## src/rtl/core/dual_input_ring_priority_merge_macros.svh

```systemverilog
// Assertion helpers shared by the merge block.
`ifndef DUAL_INPUT_RING_PRIORITY_MERGE_MACROS_SVH
`define DUAL_INPUT_RING_PRIORITY_MERGE_MACROS_SVH

// Same-cycle implication, disabled during reset.
`define DIRPM_ASSERT_NOW(label, clk, rst, ante, cons) \
   label: assert property (@(posedge clk) disable iff (rst) (ante) |-> (cons)) \
      else $error("assertion failed");

// Next-cycle implication, disabled during reset.
`define DIRPM_ASSERT_NEXT(label, clk, rst, ante, cons) \
   label: assert property (@(posedge clk) disable iff (rst) (ante) |=> (cons)) \
      else $error("assertion failed");

`endif

```

## src/rtl/core/dirpm_pkg.sv

```systemverilog
package dirpm_pkg;

   localparam logic [1:0] OP_PUSH_KBD   = 2'd0;
   localparam logic [1:0] OP_PUSH_REPLY = 2'd1;
   localparam logic [1:0] OP_POP        = 2'd2;
   localparam logic [1:0] OP_PEEK       = 2'd3;

   localparam logic [1:0] SRC_ANY   = 2'd0;
   localparam logic [1:0] SRC_KBD   = 2'd1;
   localparam logic [1:0] SRC_REPLY = 2'd2;

   typedef enum logic [1:0] {
      ST_IDLE,
      ST_EXEC,
      ST_LOAD,
      ST_RESP
   } state_type;

   typedef struct packed {
      logic capture;
      logic exec;
      logic load;
   } ctrl_cmd_type;

   typedef struct packed {
      logic is_push;
   } ctrl_sts_type;

endpackage

```

## src/rtl/core/dirpm_controller.sv

```systemverilog
`include "dual_input_ring_priority_merge_macros.svh"

module dirpm_controller
   import dirpm_pkg::*;
(
   input  logic         clock,
   input  logic         reset,
   input  logic         req_valid,
   output logic         req_ready,
   output logic         rsp_valid,
   input  logic         rsp_ready,
   output ctrl_cmd_type cmd,
   input  ctrl_sts_type sts
);

   state_type state_ff, state_in;

   always_comb begin
      state_in = state_ff;
      unique case (state_ff)
         ST_IDLE: begin
            if (req_valid) begin
               state_in = ST_EXEC;
            end
         end
         ST_EXEC: begin
            state_in = sts.is_push ? ST_RESP : ST_LOAD;
         end
         ST_LOAD: begin
            state_in = ST_RESP;
         end
         ST_RESP: begin
            if (rsp_ready) begin
               state_in = ST_IDLE;
            end
         end
         default: begin
            state_in = ST_IDLE;
         end
      endcase
   end

   always_ff @(posedge clock) begin
      if (reset) begin
         state_ff <= ST_IDLE;
      end else begin
         state_ff <= state_in;
      end
   end

   always_comb begin
      req_ready   = (state_ff == ST_IDLE);
      rsp_valid   = (state_ff == ST_RESP);
      cmd.capture = (state_ff == ST_IDLE) && req_valid;
      cmd.exec    = (state_ff == ST_EXEC);
      cmd.load    = (state_ff == ST_LOAD);
   end

   `DIRPM_ASSERT_NEXT(a_accept_to_exec, clock, reset, req_valid && req_ready, state_ff == ST_EXEC)
   `DIRPM_ASSERT_NEXT(a_push_skips_load, clock, reset, cmd.exec && sts.is_push, rsp_valid)
   `DIRPM_ASSERT_NEXT(a_load_to_resp, clock, reset, cmd.load, rsp_valid && !req_ready)
   `DIRPM_ASSERT_NOW(a_one_cmd, clock, reset, 1'b1, $onehot0({cmd.capture, cmd.exec, cmd.load}))

endmodule

```

## config.mk

```make
export PLATFORM = sky130hd
export DESIGN_NAME = dirpm_controller
export DESIGN_NICKNAME = d
export VERILOG_FILES = /design/src/rtl/core/dirpm_pkg.sv /design/src/rtl/core/dirpm_controller.sv
export VERILOG_INCLUDE_DIRS = /design/src /design/src/rtl/core
export SDC_FILE = /design/constraint.sdc
export NUM_CORES = 1
export LEC_CHECK = 0
export BUFFER_PORTS_ARGS = -buffer_cell sky130_fd_sc_hd__clkbuf_2
export CAP_MARGIN = 40
export CORE_AREA = 2 2 39 41
export DETAILED_ROUTE_END_ITERATION = 12
export DIE_AREA = 0 0 41 43
export PLACE_DENSITY_LB_ADDON = 0.25
export SLEW_MARGIN = 20
export SYNTH_ARGS = -nofsm -noshare
export SYNTH_HDL_FRONTEND = slang
export SYNTH_SLANG_ARGS = --single-unit
```

## constraint.sdc

```tcl
create_clock -name clock -period 1.4 [get_ports clock]
set_input_delay 0.28 -clock clock [delete_from_list [all_inputs] [get_ports clock]]
set_output_delay 0.28 -clock clock [all_outputs]
set_load 0.01 [all_outputs]
```

; After elaboration in Yosys (flattened, before gate mapping)
; Cells that the tools add are included.
[word_totals]
out_inout_bits = 5
word_cells = 13
ff_bits = 2
in_bits = 5
[op_classes]
n_eq_ne = 5
n_reduce_logical = 3
mux = 4
[ops]
columns = cell, n
row1 = $pmux 2 s4, 1
row2 = $eq 2x2->1 const B, 2
row3 = $mux 2, 2
row4 = $eq 2x1->1 const B, 1
row5 = $logic_not 2->1, 1
row6 = $ne 2x1->1 const B, 1
row7 = $ne 2x2->1 const B, 1
row8 = $reduce_and 2->1, 1
row9 = $logic_and 1x1->1, 1
row10 = $mux 1, 1

; Logic depth before layout (Yosys ltp)
; Gate-level depths: netlist of the first run.
[depth]
word_depth = 3
mapped_depth = 5
depth_no_buf = 5

; Least setup slack after synthesis of the first run
; OpenSTA, ideal clock, no wires.
[synth_path]
path_kind = flip-flop to flip-flop
startpoint = reg state_ff[0]
endpoint = reg state_ff[1]
path_stages_with_launch = 6
required_time_ns = 1.330
slack_ns = 0.013
period_less_slack_ns = 1.387
path_buffers = 0
setup_ns = 0.070
arrival_ns = 1.317
path_cell_list = dfxtp_1 > inv_1 > ha_1 > and2b_4 > or3b_1 > a21oi_1
[synth_between]
elab_chain_len = 3
word_cells_on_any_way = 8
cone_classes = 5 x eq/ne / 1 x mux / 2 x reduce/logical
[synth_rtl]
columns = element, line
row1 = start: declaration, dirpm_controller.sv:16  ; state_type state_ff, state_in;
row2 = start signal: assignment, dirpm_controller.sv:47  ; state_ff <= state_in;
row3 = $logic_not 2->1 (*), --
row4 = via req_ready, dirpm_controller.sv:9  ; output logic req_ready,
row5 = $ne 2x2->1 (no line), --
row6 = $reduce_and 2->1 (no line), --
; Mark *: on every way through the listed nets, which the timed path passes. The rest lies on a longest branch.
; A chain may end at the register's enable or synchronous reset.

==> impl_metrics.csv, run 1 <==
group,metric,value,unit
power,irDropWorstVdd,0.633,mV
yosys,synthCells,18,
placement,hpwlAfterDp,306,µm
yosys,synth_top_family_by_area,"adder cells",
yosys,post-synth-top-count-cell,"ha_1",
cts,ctsHoldBuffers,0,
setup_path,r2r-start,"state_ff[0]$_SDFFE_PP0P_",
cells_and_area,top_register,"state_ff",
cells_and_area,drive_gt1_share,81.1,%
routing,drtIter0Drc,0,
yosys,synth_mux_area_share,0,%
placement,routabilityCongestion,0.633,
grt,grt_pass1_wl,745,µm
cells_and_area,final_area,354,µm²
cts,cts_tree,"built",
power,leakage,0.169,nW
yosys,seq_area_frac_synth,23.9,%
grt,antenna_found_initial,0,
cts,numCtsBuffers,3,
yosys,avgSynthCellArea,9.31,µm²
timing,timing.fmax,729,MHz
placement,placed_area,255,µm²
floorplan,core-area,1380,µm²
routing,remaining_drc_errors,0,
grt,grt_usage,6.41,%
setup_path,path_class,"register to output port",
yosys,synth_compound_area_share,15.7,%
setup_path,cp-end-kind,"output port",
placement,placed_cells,46,
grt,grt_max_degree,5,
timing,drv_slew,0,
setup_path,cp.arrival,1.09,ns
floorplan,dieWidth,41,µm
yosys,yosysTopAreaCell,"ha_1",
timing,min_period,1.37,ns
timing,setup_tns,0,ns
cells_and_area,largest_reg_flops,2,
yosys,synth.area.top_cells,"ha_1 (30%), dfxtp_1 (24%), and2b_4 (6.0%), a2111oi_0 (5.2%), or3b_1 (5.2%)",
power,p_total,880,µW
run,maxCapViolations,0,
min_path,worstHoldPathType,"input port to register",
timing,finalSetupViolCount,0,
cells_and_area,finalNonFillerCells,53,
cells_and_area,antenna_cells,0,
cells_and_area,reg_top3,"state_ff (2)",
routing,ant_nets,0,
cells_and_area,fin_nets,48,
routing,wirelength,515,µm
setup_path,crit-reg2reg-capture,"state_ff[1]$_SDFFE_PP0P_",
setup_path,crit_path_start,"state_ff[1]$_SDFFE_PP0P_",
floorplan,io_pins,10,
timing,fin_crit_sh,98.0,%
yosys,syn_area,168,µm²
setup_path,ff2ff_setup_slack,0.06,ns
outcome,status,"complete, no violations",
setup_path,crit_path_end,"cmd[0]",
routing,vias,198,
floorplan,die_h,43,µm
cts,clk_latency,0.22,ns
grt,grt_remaining_overflow,0,
routing,first_pass_iters,1,
yosys,yosys-top-cells-count,"ha_1 (4), dfxtp_1 (2), inv_1 (2)",
placement,portBuffers,9,
yosys,synth_edf_count,0,
cells_and_area,areaGrowthSynthToFinish,111,%
setup_path,cp-start-kind,"register",
setup_path,crit_required,1.12,ns
yosys,synth-seq-cells,2,
routing,wire_per_inst,9.72,µm
yosys,synth_nets,27,
power,power_density,2480,nW/µm²
yosys,ys.flop_type,"dfxtp_1",
yosys,synth_xor_area_share,0,%
timing,holdWs,0.249,ns
timing,finalHoldViolations,0,
floorplan,start_util,12.1,%
cts,cts-root-buf,"clkbuf_4",
cts,cts_sinks,2,
cts,clockBufferDepth,2,
routing,vias_per_cell,3.74,
floorplan,dieArea,1760,µm²
grt,grt_pass1_vias,203,
yosys,synth_cell_type_count,13,
cts,path_clk_slew,0.03,ns
yosys,synth_warnings,0,
floorplan,rows,14,
yosys,synth_top_area_share,29.9,%
cts,htreeDepth,1,
timing,worst_slew_pin_slew,0.327,ns
yosys,synthArstFlopShare,0,%
yosys,synth-simple-area-share,26.1,%
timing,fin_skew,0.000162,ns
setup_path,reg2regPathDepth,5,
yosys,synth-adder-area-share,29.9,%
setup_path,cp_max_fo,3,
timing,slew_headroom,78.2,%
-- metal layers --
metal	part of all wire (%)	global-route usage [%]
met1	44	7.35
met4	0	6.00
met5	0	0
met3	8.3	1.57
met2	48	9.06
-- where the power goes --
| group | internal, mW | switching, mW | leakage [nW] |
|---|---|---|---|
| clock network | 0.0944 | 0.0307 | 0.0138 |
| logic | 0.373 | 0.266 | 0.138 |
| registers | 0.0935 | 0.0216 | 0.0172 |
-- cell type report --
type                       count  area (µm²)
multi-input combinational     14         158
timing repair buffer          16         104
fill                         166        1030
tap                           16        20.0
inverter                       2        7.51
sequential                     2        42.5
clock buffer                   3        22.5
-- stage by stage --
stage	utilization [%]	setup WS (ns)
2_1_floorplan	-	0.0134
6_report	25.6	0.0284
4_1_cts	23.7	0.000936
3_5_place_dp	18.4	0.0314
5_1_grt	25.6	-0.00248
3_3_place_gp	18.4	0.0284
-- kinds of logic (layout without fill, tap and decap cells) --
group	after synthesis	count (layout)
AOI/OAI and AO/OA	4	4
adders and majority gates	4	4
buffers and inverters	2	21
DFF	2	2
and+or+nand+nor	6	6
-- worst min-delay path by stage --
stage               slack (ns)  cells past startpoint                       end  startpoint
floorplan                 0.35                      1  state_ff[1]$_SDFFE_PP0P_       reset
global placement          0.48                      2  state_ff[1]$_SDFFE_PP0P_       reset
detailed placement        0.47                      2  state_ff[1]$_SDFFE_PP0P_       reset
CTS                       0.23                      2  state_ff[1]$_SDFFE_PP0P_       reset
global route              0.26                      2  state_ff[1]$_SDFFE_PP0P_       reset
finish                    0.25                      2  state_ff[1]$_SDFFE_PP0P_       reset
-- worst max-delay path, stage by stage (launching register included) --
cell and delay, ns:
dfxtp_2 0.31, buf_4 0.13, buf_4 0.13, ha_1 0.17, clkbuf_2 0.12
-- timing repair --
item | in CTS | in global routing
hold endpoints to repair | 0 | 0
setup buffers | 4 | 1
setup endpoints to repair | 2 | 4
resized for setup | 8 | 8
pin swaps | 1 | 2
-- placed cells by master, fill, tap and decap left out, drive strengths merged --
cell and n:
inv 2, clkbuf 11, dfxtp 2, ha 4, and2 1, nor3b 1, a21oi 1, or3b 1
o21ai 1, and2b 1, a2111oi 1, buf 8, nor2b 1, nor2 1, o31ai 1
Power figures use the tool's default switching activity.
==> run 2: changes to the inputs <==
ABC_AREA = 1   (was not set)
==> run 2 against run 1 <==
  * Non-clock buffer count down 5
  * Via count fell by 3.5%
  * Critical endpoint is now cmd[2]
  * Combinational power fell by 27%
  * Register-to-register slack improved by 0.30 ns
  * Final cell count increased by 5.7%
  * Sequential power decreased by 14%
  * Core utilization decreased by 3.3 points
==> impl_metrics.csv, run 2 <==
group,metric,value,unit
routing,remaining_drc_errors,0,
timing,rsz0062_at_grt,"no",
yosys,synth_cell_type_count,9,
timing,holdWs,0.248,ns
placement,dpl_worst_slack,0.266,ns
power,leakage,0.184,nW
cts,ctsHoldBuffers,0,
routing,ant_nets,0,
timing,slew_headroom,89.6,%
yosys,seq_area_frac_synth,20.6,%
yosys,synthCells,26,
placement,hpwlAfterDp,324,µm
setup_path,crit_required,1.12,ns
setup_path,crit_path_cell_trace,"inv_1 > ha_4 > nand2_1 > inv_1 > clkbuf_2",
placement,routabilityCongestion,0.720,
timing,setup_tns,0,ns
grt,grt_max_degree,5,
yosys,synth_nets,35,
grt,grt_usage,6.81,%
setup_path,path_delay_family,"flip-flops",
routing,drtIter0Drc,5,
yosys,syn_area,194,µm²
yosys,yosysTopAreaCell,"ha_1",
cells_and_area,top_register,"state_ff",
cells_and_area,largest_reg_flops,2,
setup_path,cp-start-kind,"register",
timing,finalHoldViolations,0,
min_path,worstHoldPathType,"input port to register",
yosys,yosys-top-cells-count,"nand2_1 (7), inv_1 (6), ha_1 (4)",
grt,grt-busiest-layer,"met2",
run,maxCapViolations,0,
yosys,post-synth-top-count-cell,"nand2_1",
cts,cts-root-buf,"clkbuf_4",
yosys,avgSynthCellArea,7.46,µm²
setup_path,crit_path_max_incr_delay,0.30,ns
routing,first_pass_iters,2,
yosys,ys.flop_type,"dfxtp_1",
yosys,synth-simple-area-share,32.9,%
cells_and_area,final_cell_mix,"clkbuf_2 (9), nand2_1 (7), inv_1 (6)",
cells_and_area,fin_nets,51,
timing,worst_slew_pin_slew,0.155,ns
yosys,synth_top_area_share,25.8,%
timing,fin_ws,0.0927,ns
yosys,synth_compound_area_share,9.03,%
timing,finalSetupViolCount,0,
cts,clockBufferDepth,2,
cells_and_area,antenna_cells,0,
yosys,synth-seq-cells,2,
setup_path,cp.arrival,1.03,ns
floorplan,dieArea,1760,µm²
routing,vias,191,
yosys,synthArstFlopShare,0,%
cts,cts_sinks,2,
cells_and_area,final_common_cell,"clkbuf_2",
grt,grt_pass1_wl,759,µm
cts,clk_latency,0.22,ns
yosys,synth.area.top_cells,"ha_1 (26%), dfxtp_1 (21%), nand2_1 (14%), inv_1 (12%), a21oi_2 (9.0%)",
setup_path,path_buf_inv,3,
cts,path_clk_slew,0.03,ns
cells_and_area,reg_top3,"state_ff (2)",
floorplan,die_h,43,µm
setup_path,path_class,"register to output port",
cells_and_area,areaGrowthSynthToFinish,59.4,%
power,irDropWorstVdd,0.558,mV
timing,drv_slew,0,
yosys,synth_warnings,0,
yosys,synth_mux_area_share,0,%
grt,grt_pass1_vias,221,
placement,portBuffers,9,
cts,cts_tree,"built",
routing,wire_per_inst,7.21,µm
yosys,synth_edf_count,0,
cells_and_area,nFillCells,155,
setup_path,cpMostUsedCell,"inv_1",
power,p_total,689,µW
yosys,synth-adder-area-share,25.8,%
cts,numCtsBuffers,3,
cts,htreeDepth,1,
setup_path,cp_slowest_cell,"dfxtp_1",
setup_path,cp-end-kind,"output port",
grt,met1_usage,7.35,%
yosys,synth_top_family_by_area,"simple AND/OR/NAND/NOR gates",
timing,fin_skew,0.0000837,ns
grt,grt_util_met2,8.44,%
floorplan,dieWidth,41,µm
floorplan,start_util,14.0,%
timing,min_period,1.31,ns
outcome,status,"complete, no violations",
routing,wirelength,404,µm
grt,antenna_found_initial,0,
cells_and_area,drive_gt1_share,50.0,%
floorplan,core-area,1380,µm²
grt,grt_remaining_overflow,0,
floorplan,io_pins,10,
floorplan,rows,14,
timing,fin_crit_sh,93.4,%
grt,met3_usage,3.14,%
setup_path,cp_max_fo,4,
yosys,synth_xor_area_share,0,%
timing,timing.fmax,765,MHz
power,power_density,2230,nW/µm²
routing,vias_per_cell,3.41,
## run 2: where the power goes
group / switching, mW / internal (mW) / total (mW) / leakage, nW
clock network: 0.0307 / 0.0944 / 0.125 / 0.0138
registers: 0.0131 / 0.0863 / 0.0994 / 0.0165
logic: 0.248 / 0.216 / 0.464 / 0.153
total: 0.292 / 0.396 / 0.688 / 0.184
## run 2: what timing repair did
action,4_1_cts,5_1_grt
setup buffers,0,0
gates resized for setup,0,2
setup endpoints to repair,0,1
## run 2: final timing paths
check                           startpoint                  endpoint  slack, ns  cells past startpoint
setup / recovery  state_ff[0]$_SDFFE_PP0P_                    cmd[2]       0.09                      5
hold / removal                       reset  state_ff[1]$_SDFFE_PP0P_       0.25                      2
setup reg to reg  state_ff[0]$_SDFFE_PP0P_  state_ff[0]$_SDFFE_PP0P_       0.36                      5
hold reg to reg   state_ff[0]$_SDFFE_PP0P_  state_ff[0]$_SDFFE_PP0P_       0.60                      3
## run 2: metal layers
| metal | share of wire, % | vias up |
|---|---|---|
| met2 | 53 | 4 |
| met5 | 0 | - |
| met1 | 43 | 81 |
| met3 | 4.5 | 0 |
| met4 | 0 | 0 |
| li1 | - | 106 |
## run 2: cell families (layout without fill, tap and decap cells)
kind of cell	count (synthesis)	after routing
AO/OA/AOI/OAI	2	2
adder cells (fa/ha/maj)	4	4
buffers and inverters	6	20
flip-flops	2	2
AND/OR/NAND/NOR	12	12
## run 2: stage by stage
stage	util [%]	cell area, µm²	instances
4_1_cts	21.4	297	56
2_1_floorplan	-	194	26
5_1_grt	22.3	309	56
6_report	22.3	309	56
3_3_place_gp	19.8	274	53
3_5_place_dp	19.8	274	53
## run 2: final cells by class
cell class              count  area (µm²)  area share [%]
well taps                  16        20.0            6.48
inverters                   6        22.5            7.29
multi-input cells          18         144            46.6
clock buffers               3        22.5            7.29
repair buffers             11        60.1            19.4
flip-flops and latches      2        40.0            13.0
## run 2: worst reg2reg max path, cell delays in order, from the launching register on
cell and delay, ns:
dfxtp_1 0.30, buf_4 0.14, ha_1 0.23, nand2_4 0.10
nand3_1 0.09, a21oi_2 0.13
